## config.mk

```make
export PLATFORM = sky130hd
export DESIGN_NAME = gtde_cell
export DESIGN_NICKNAME = d
export VERILOG_FILES = /design/src/rtl/assert_macros.svh /design/src/rtl/gtde_pkg.sv /design/src/rtl/gtde_cell.sv
export SDC_FILE = /design/constraint.sdc
export NUM_CORES = 1
export LEC_CHECK = 0
export BUFFER_PORTS_ARGS = -buffer_cell sky130_fd_sc_hd__buf_2
export CELL_PAD_IN_SITES_DETAIL_PLACEMENT = 0
export CELL_PAD_IN_SITES_GLOBAL_PLACEMENT = 2
export CORE_ASPECT_RATIO = 0.6
export CORE_MARGIN = 1
export CORE_UTILIZATION = 34
export CTS_BUF_LIST = sky130_fd_sc_hd__clkbuf_4
export DETAILED_ROUTE_END_ITERATION = 16
export GPL_TIMING_DRIVEN = 0
export HOLD_SLACK_MARGIN = 0.1
export PLACE_DENSITY_LB_ADDON = 0.1
export SLEW_MARGIN = 20
export SYNTH_ARGS = -nofsm -noshare
export SYNTH_HDL_FRONTEND = slang
export SYNTH_SLANG_ARGS = --single-unit
```

## constraint.sdc

```tcl
create_clock -name clk -period 11.1 [get_ports clk]
set_clock_uncertainty 0.15 [all_clocks]
set_input_delay 2.22 -clock clk [delete_from_list [all_inputs] [get_ports clk]]
set_output_delay 2.22 -clock clk [all_outputs]
set_load 0.01 [all_outputs]
```

## src/rtl/assert_macros.svh

```systemverilog
// Assertion macros used by the top RTL file of the table encoder.
`ifndef ASSERT_MACROS_SVH
`define ASSERT_MACROS_SVH
`ifndef SYNTHESIS
`define GTDE_ASSERT_CLK(lbl, ck, rs, prop, msg) \
  lbl: assert property (@(posedge ck) disable iff (rs) (prop)) else $error(msg);
`define GTDE_ASSERT(lbl, prop, msg) \
  lbl: assert property (@(posedge clk) disable iff (rst) (prop)) else $error(msg);
`else
`define GTDE_ASSERT_CLK(lbl, ck, rs, prop, msg)
`define GTDE_ASSERT(lbl, prop, msg)
`endif
`endif

```

## src/rtl/gtde_pkg.sv

```systemverilog
// Types, constants and helpers of the greedy table encoder.
`default_nettype none
package gtde_pkg;

  localparam int TABLE_ENTRIES_DEF     = 64;
  localparam int MAX_KEY_BITS_DEF      = 16;
  localparam int MAX_VALUE_SYMBOLS_DEF = 16;
  localparam int SEGMENT_LENGTH_DEF    = 1024;

  localparam int KEY_W  = 16;
  localparam int LEN_W  = 5;
  localparam int VAL_W  = 32;
  localparam int WORK_W = 32;

  localparam logic MODE_LOAD = 1'b0;
  localparam logic MODE_DATA = 1'b1;

  // GA GT CA CT, first nucleotide in the low bits
  localparam logic [VAL_W-1:0] PAIR_GA = 32'd2;
  localparam logic [VAL_W-1:0] PAIR_GT = 32'd14;
  localparam logic [VAL_W-1:0] PAIR_CA = 32'd1;
  localparam logic [VAL_W-1:0] PAIR_CT = 32'd13;
  localparam logic [LEN_W-1:0] PAIR_COUNT = 5'd2;

  typedef struct packed {
    logic             mode;
    logic [5:0]       entry_index;
    logic             entry_enable;
    logic [KEY_W-1:0] key_bits;
    logic [LEN_W-1:0] key_length;
    logic [VAL_W-1:0] value_symbols;
    logic [LEN_W-1:0] value_length;
    logic             data_bit;
    logic             stream_last;
  } in_item_t;

  typedef struct packed {
    logic [VAL_W-1:0] symbols;
    logic [LEN_W-1:0] symbol_count;
    logic             used_fallback;
    logic             segment_end;
    logic             last;
  } out_item_t;

  // entry write broadcast to the cells
  typedef struct packed {
    logic [5:0]       index;
    logic             en;
    logic             enable;
    logic [KEY_W-1:0] key;
    logic [LEN_W-1:0] key_len;
    logic [VAL_W-1:0] value;
    logic [LEN_W-1:0] value_len;
  } entry_wr_t;

  // best match so far, handed from cell to cell
  typedef struct packed {
    logic             found;
    logic [LEN_W-1:0] len;
    logic [VAL_W-1:0] value;
    logic [LEN_W-1:0] value_len;
  } best_t;

  function automatic logic [WORK_W-1:0] low_mask(input logic [6:0] n);
    logic [WORK_W:0] one;
    one = (WORK_W+1)'(1);
    if (n >= 7'(WORK_W)) return '1;
    return WORK_W'((one << n) - one);
  endfunction

endpackage
`default_nettype wire

```

## src/rtl/gtde_cell.sv

```systemverilog
// One table entry cell: holds an entry and passes the best match onward.
`default_nettype none
module gtde_cell
  import gtde_pkg::*;
#(
  parameter int INDEX        = 0,
  parameter int MAX_KEY_BITS = MAX_KEY_BITS_DEF,
  parameter int FILL_W       = 5
) (
  input  wire logic              clk,
  input  wire logic              rst,
  input  wire entry_wr_t         wr,
  input  wire logic [WORK_W-1:0] window,
  input  wire logic [FILL_W-1:0] fill,
  input  wire best_t             best_in,
  output best_t                  best_out
);

  logic             valid;
  logic [KEY_W-1:0] key;
  logic [LEN_W-1:0] key_len;
  logic [VAL_W-1:0] value;
  logic [LEN_W-1:0] value_len;

  logic [6:0]        shift;
  logic [WORK_W-1:0] mask;
  logic              hit;

  always_ff @(posedge clk) begin
    if (rst) begin
      valid <= 1'b0;
    end else if (wr.en && wr.index == 6'(INDEX)) begin
      valid <= wr.enable;
    end
  end

  always_ff @(posedge clk) begin
    if (wr.en && wr.index == 6'(INDEX)) begin
      key       <= wr.key;
      key_len   <= wr.key_len;
      value     <= wr.value;
      value_len <= wr.value_len;
    end
  end

  always_comb begin
    shift = 7'(fill) - 7'(key_len);
    mask  = low_mask(7'(key_len));
    hit   = valid && key_len >= LEN_W'(2) && 7'(key_len) <= 7'(fill)
            && 7'(key_len) <= 7'(MAX_KEY_BITS)
            && key_len > best_in.len
            && ((window >> shift) & mask) == (WORK_W'(key) & mask);
  end

  always_ff @(posedge clk) begin
    if (hit) begin
      best_out <= '{found: 1'b1, len: key_len, value: value, value_len: value_len};
    end else begin
      best_out <= best_in;
    end
  end

endmodule
`default_nettype wire

```

After elaboration in Yosys (flattened, before gate mapping)
Cells that the tools add are included.

Flip-flop bits (word level): 102. Input bits: 148. Logic and storage cells: 28.

Add/subtract/negate cells: 2. Order comparisons: 4. Shifts and indexed selects: 2. Muxes and demuxes: 1. Equality and inequality tests: 1. Reductions and logical operators: 7. Bitwise gates (word level): 2.

Operators by type and width (count): $mux W42 (1); $and A16 B32 Y32 (1); $and A32 B32 Y32 (1); $eq A32 B32 Y1 (1); $shl A1 B5 Y32 const A (1); $shr A32 B7 Y32 (1); $sub A32 B1 Y32 const B (1); $logic_and A1 B1 Y1 (6); $logic_not A6 Y1 (1); $sub A5 B5 Y6 (1); $ge A5 B2 Y1 const B (1); $gt A5 B5 Y1 (1); $le A5 B5 Y1 (1); $le A5 B5 Y1 const B (1).

Longest topological paths before layout
Depth in word-level cells: 7. Mapped depth: 18. Mapped depth without buffers: 14.

Worst setup path before layout
Ideal clock, no wire load.

Kind: input-to-reg. Start: input wr[62] (netlist name). End: register valid. Library setup time: 119 ps. Slack: 1746 ps. Arrival: 9085 ps. Cell stages on the path: 4. Cell sequence: or4b_2 > nor4_1 > mux2i_1 > nor2_1.

Word-level cells in the longest chain between the ends: 2.

Ends and longest elaborated chain: start, declared (RTL line gtde_cell.sv:12) `input wire entry_wr_t wr,`; $logic_not A6 Y1 (RTL line gtde_cell.sv:32) `end else if (wr.en && wr.index == 6'(INDEX)) begin`; $logic_and A1 B1 Y1 (RTL line gtde_cell.sv:32); end signal, assigned (RTL line gtde_cell.sv:33) `valid <= wr.enable;`; end, declared (RTL line gtde_cell.sv:19) `logic valid;`.

No other way between the ends. A chain may end at the register's enable or synchronous reset.

Final worst setup path
Start: input fill[0]. End: register best_out[16] (netlist name).

Word-level cells in the longest chain between the ends: 6.

Ends and longest elaborated chain: start, declared (RTL line gtde_cell.sv:14) `input wire logic [FILL_W-1:0] fill,`; $sub A5 B5 Y6 / $le A5 B5 Y1 (equally long branches) (RTL line gtde_cell.sv:47, gtde_cell.sv:49); $shr A32 B7 Y32 / $logic_and A1 B1 Y1 (equally long branches) (RTL line gtde_cell.sv:52, gtde_cell.sv:49); $and A32 B32 Y32 / $logic_and A1 B1 Y1 (equally long branches) (RTL line gtde_cell.sv:52, gtde_cell.sv:50); $eq A32 B32 Y1 / $logic_and A1 B1 Y1 (equally long branches) (RTL line gtde_cell.sv:52, gtde_cell.sv:51); $logic_and A1 B1 Y1 * (RTL line gtde_cell.sv:52) `&& ((window >> shift) & mask) == (WORK_W'(key) & mask);`; $mux W42 * (RTL line gtde_cell.sv:56) `if (hit) begin`; end signal, assigned (RTL line gtde_cell.sv:57) `best_out <= '{found: 1'b1, len: key_len, value: value, value_len: value_len};`; end signal, assigned (RTL line gtde_cell.sv:59) `best_out <= best_in;`; end, declared (RTL line gtde_cell.sv:16) `output best_t best_out`.

Mark *: on every way between the ends. The rest lies on a longest branch, timed or not.

==> results.rst <==
.. list-table::
   :header-rows: 1

   * - Metric
     - Value
   * - Ratio of final minimum period to clock period
     - 0.605
   * - Minimum period implied by the final worst setup slack
     - 6.72 ns
   * - Remaining DRCs
     - 0
   * - Rel. slew slack
     - 0.334
   * - Final number of setup-violating endpoints
     - 0
   * - Cell Area, Synth
     - 0.00648 mm^2
   * - Resized cells post-CTS
     - 0
   * - Clock latency reported for the late side of the worst-skew pair
     - 0.46 ns
   * - Final #Nets
     - 949
   * - Maximum number of pins on one net before global-route repair
     - 17
   * - Number of hold-repair buffers added at the cts stage
     - 0
   * - Net count after synthesis
     - 738
   * - Total number of H-tree levels
     - 3
   * - Max-capacitance violation count
     - 0
   * - Post-synthesis average cell area
     - 11.2 um^2
   * - Highest fanout seen on the critical path
     - 10
   * - Max stage delay cell, worst path
     - a2111oi_0
   * - Required time of the critical path
     - 11.31 ns
   * - Post-CTS Setup Inserts
     - 0
   * - Launch instance of the worst register-to-register path
     - key_len[3]
   * - Run status
     - complete, no violations
   * - Static leakage
     - 3.47 nW
   * - Aggregate global routing overflow
     - 0
   * - Clock transition at the registers of the reported paths
     - 0.15 ns
   * - Cells on Worst Hold Path
     - 1
   * - YS warnings
     - 0
   * - First-pass GRT wire length
     - 31800 um
   * - Via count of the first global-routing pass
     - 5433
   * - Library cell used as clock root buffer
     - clkbuf_4
   * - Critical path capture point type
     - flop
   * - Gate count after technology mapping
     - 578
   * - Total via count after detailed routing
     - 5727
   * - Pre-Repair DR Iteration Count
     - 5
   * - Slew at the pin closest to its max-slew limit
     - 1.00 ns
   * - Number of fillers in the final layout
     - 1830
   * - Average detailed-routed wire length per instance
     - 20.3 um
   * - Core area
     - 0.0184 mm^2
   * - Final number of hold-violating endpoints
     - 0
   * - Primary flip-flop cell chosen by synthesis mapping
     - edfxtp_1
   * - Number of cells on the worst reg-to-reg path
     - 17
   * - Initial antenna violation count
     - 0
   * - Fraction of met2 tracks used by global routing
     - 0.280
   * - Number of synthesized flops with an enable pin
     - 58
   * - Cell Pwr Density
     - 105 mW/mm^2
   * - CP max stage delay
     - 0.59 ns
   * - Gpl congestion
     - 0.865
   * - Number of ports placed on the die boundary
     - 191
   * - Met1 layer usage reported by global route
     - 0.328
   * - Cells traversed along the worst timing path
     - buf_2 > inv_1 > ha_1 > fa_1 > buf_2 > buf_2 > buf_4 > buf_2 > nor3_1 > a21oi_1 > mux2i_1 > nand2_1 > xnor2_1 > a2111oi_0 > and4_1 > nand4_4 > buf_6 > mux2_1
   * - Library cells used by synthesis
     - 75
   * - Total Routing Usage GR
     - 0.214
   * - Die span in x
     - 180 um
   * - Area Overhead vs Synth
     - 22.5%
   * - Overall die area
     - 0.0196 mm^2
   * - Worst IR Drop VDD
     - 0.0677 mV
   * - Startpoint of the tightest hold check path
     - value_len[0]
   * - Nature of the critical path startpoint
     - input port
   * - 1st-iter DRT viols
     - 499
   * - Starting density of the core
     - 0.353
   * - Worst min-delay path endpoint
     - best_out[0]
   * - CP arrival
     - 6.93 ns
   * - Antenna viol nets, final
     - 0
   * - Vertical extent of the die
     - 109 um
   * - Maximum clock rate
     - 149 MHz
   * - Input/output buffers
     - 190
   * - GRT met3 Usage
     - 0.0812
   * - Grt peak-use layer
     - met1
   * - Total wire length
     - 21000 um
   * - Capturing point of the worst reg2reg path
     - best_out[16]
   * - Maximum buffer depth of the clock tree
     - 2
   * - DP HPWL
     - 17300 um
   * - Async set or reset register ratio after synthesis
     - 0
   * - Number of clock buffers inserted by TritonCTS
     - 9
   * - Sink count of the clock tree
     - 102
   * - Crit-path most repeated cell
     - buf_2
   * - Path type of the worst setup path
     - input port to flop
   * - Fin. max-slew vios
     - 0
   * - Hold slack
     - 0.322 ns
   * - Setup repair after global routing missed its margin
     - no
   * - Drt via density
     - 5.53
   * - Share of cells above drive strength 1
     - 0.404
   * - Flip-flop and latch count after synthesis
     - 102
   * - HP Class
     - flop to flop
   * - Final core occ
     - 0.433
   * - Number of rows in the core area
     - 38
   * - Register-to-register path setup slack
     - 5.05 ns
   * - Clock tree from TritonCTS
     - built
   * - Portion of the post-synthesis area used by sequential elements
     - 0.405
==> layout by cell type (no fill, tap or decap), types with 6 or more instances in the layout <==
cell and count:
mux2_4 31, nor3_1 10, clkbuf_4 11, dfxtp_1 44, clkbuf_1 18, edfxtp_1 58
a21oi_1 24, o22ai_1 7, ha_1 11, xor2_1 8, mux4_2 16, o21ai_0 22
mux2i_1 60, nand2_1 37, mux2_2 23, buf_6 6, buf_4 10, a211oi_1 7
buf_2 206, a31oi_1 9, inv_1 13, nand3_1 11, xnor2_1 7, nor2_1 35
==> area by class of cell <==
cell class                      instances  area [um^2]  share of cell area
Tap cell                              240          300              0.0378
Clock buffer                           11         82.6              0.0104
Buffer                                 42          240              0.0303
Sequential cell                       102         2620               0.330
Antenna cell                            1         2.50            0.000315
Multi-Input combinational cell        419         3570               0.450
Inverter                               15         56.3             0.00709
Clock inverter                          5         57.6             0.00725
Timing Repair Buffer                  200         1010               0.127
==> kinds of logic (layout without fill, tap and decap cells) <==
family                     after synthesis  after routing  share of synthesized area
muxes                                  135            135                      0.269
xor gates and xnor gates                16             16                     0.0245
adders and majority gates               12             12                     0.0243
and+or+nand+nor                        134            134                      0.102
DFF                                    102            102                      0.405
buffers and inverters                   57            273                     0.0457
AOI/OAI and AO/OA                      122            122                      0.130
other                                    0              1                          0
==> flip-flops by register name (all words and copies together), names as in the netlist <==
signal and count:
best_out 43, value 32, key 16, key_len 5, valid 1, value_len 5
==> power breakdown <==
| group | switching, mW | total (mW) | leakage [nW] | internal [mW] |
|---|---|---|---|---|
| Combinational | 0.126 | 0.226 | 2.51 | 0.101 |
| Sequential | 0.00240 | 0.411 | 0.893 | 0.408 |
| Clock | 0.123 | 0.197 | 0.0711 | 0.0739 |
==> metrics by stage <==
| stage | instance area, um^2 | TNS, ns | instances | power, mW | setup slack [ns] |
|---|---|---|---|---|---|
| 4_1_cts | 7940 | 0 | 1034 | 0.839 | 4.49 |
| 5_1_grt | 7940 | 0 | 1034 | 0.874 | 4.07 |
| 3_3_place_gp | 7730 | -54.89 | 1008 | 0.638 | -1.05 |
| 6_report | 7940 | 0 | 1035 | 0.834 | 4.38 |
| 3_5_place_dp | 7800 | 0 | 1018 | 0.640 | 3.98 |
| 2_1_floorplan | 6480 | 0 | 578 | 0.557 | 1.75 |
==> cells in the mapped netlist (all sizes together) (3+ instances only) <==
| cell | n | share of area |
|---|---|---|
| a211oi | 8 | 0.010 |
| and3 | 5 | 0.0048 |
| a21oi | 24 | 0.019 |
| a21boi | 4 | 0.0046 |
| nor4 | 3 | 0.0029 |
| or3 | 3 | 0.0029 |
| or2 | 5 | 0.0048 |
| xnor2 | 7 | 0.0095 |
| a2111oi | 4 | 0.0054 |
| a21o | 3 | 0.0035 |
| o221ai | 3 | 0.0041 |
| a31oi | 9 | 0.0087 |
| nor2 | 36 | 0.021 |
| o22ai | 7 | 0.0068 |
| o31ai | 3 | 0.0035 |
| dfxtp | 44 | 0.14 |
| a32oi | 3 | 0.0041 |
| inv | 13 | 0.0075 |
| clkbuf | 18 | 0.010 |
| mux2 | 58 | 0.12 |
| nand3 | 11 | 0.0085 |
| o21ai | 23 | 0.018 |
| ha | 11 | 0.021 |
| nand2b | 5 | 0.0048 |
| o32ai | 4 | 0.0054 |
| buf | 24 | 0.027 |
| a221oi | 3 | 0.0041 |
| or4 | 3 | 0.0035 |
| nand4 | 6 | 0.0081 |
| mux2i | 61 | 0.095 |
| edfxtp | 58 | 0.27 |
| xor2 | 9 | 0.015 |
| mux4 | 16 | 0.056 |
| nand2 | 37 | 0.021 |
| nor2b | 3 | 0.0029 |
| nor3 | 10 | 0.0077 |
==> worst max-delay path, delay by kind of cell <==
kind | cells | cell delay, ns
xor+xnor | 1 | 0.07
buf+inv | 7 | 1.53
simple gates | 4 | 0.82
compound gates | 2 | 1.00
mux | 2 | 0.54
fa+ha+maj | 2 | 0.73
==> metal layers <==
metal	routed length (um)	vias up
li1	-	2629
met3	2320	16
met4	124	0
met5	0	-
met2	7950	286
met1	10600	2796
==> worst max-delay path by stage <==
| stage | from | endpoint | cells past startpoint |
|---|---|---|---|
| floorplan | wr[62] | valid | 4 |
| global placement | wr[62] | valid | 5 |
| detailed placement | fill[0] | best_out[16] | 18 |
| CTS | fill[0] | best_out[16] | 18 |
| global route | fill[0] | best_out[37] | 18 |
| finish | fill[0] | best_out[16] | 18 |
No activity file was read; power rests on OpenSTA's default activity.
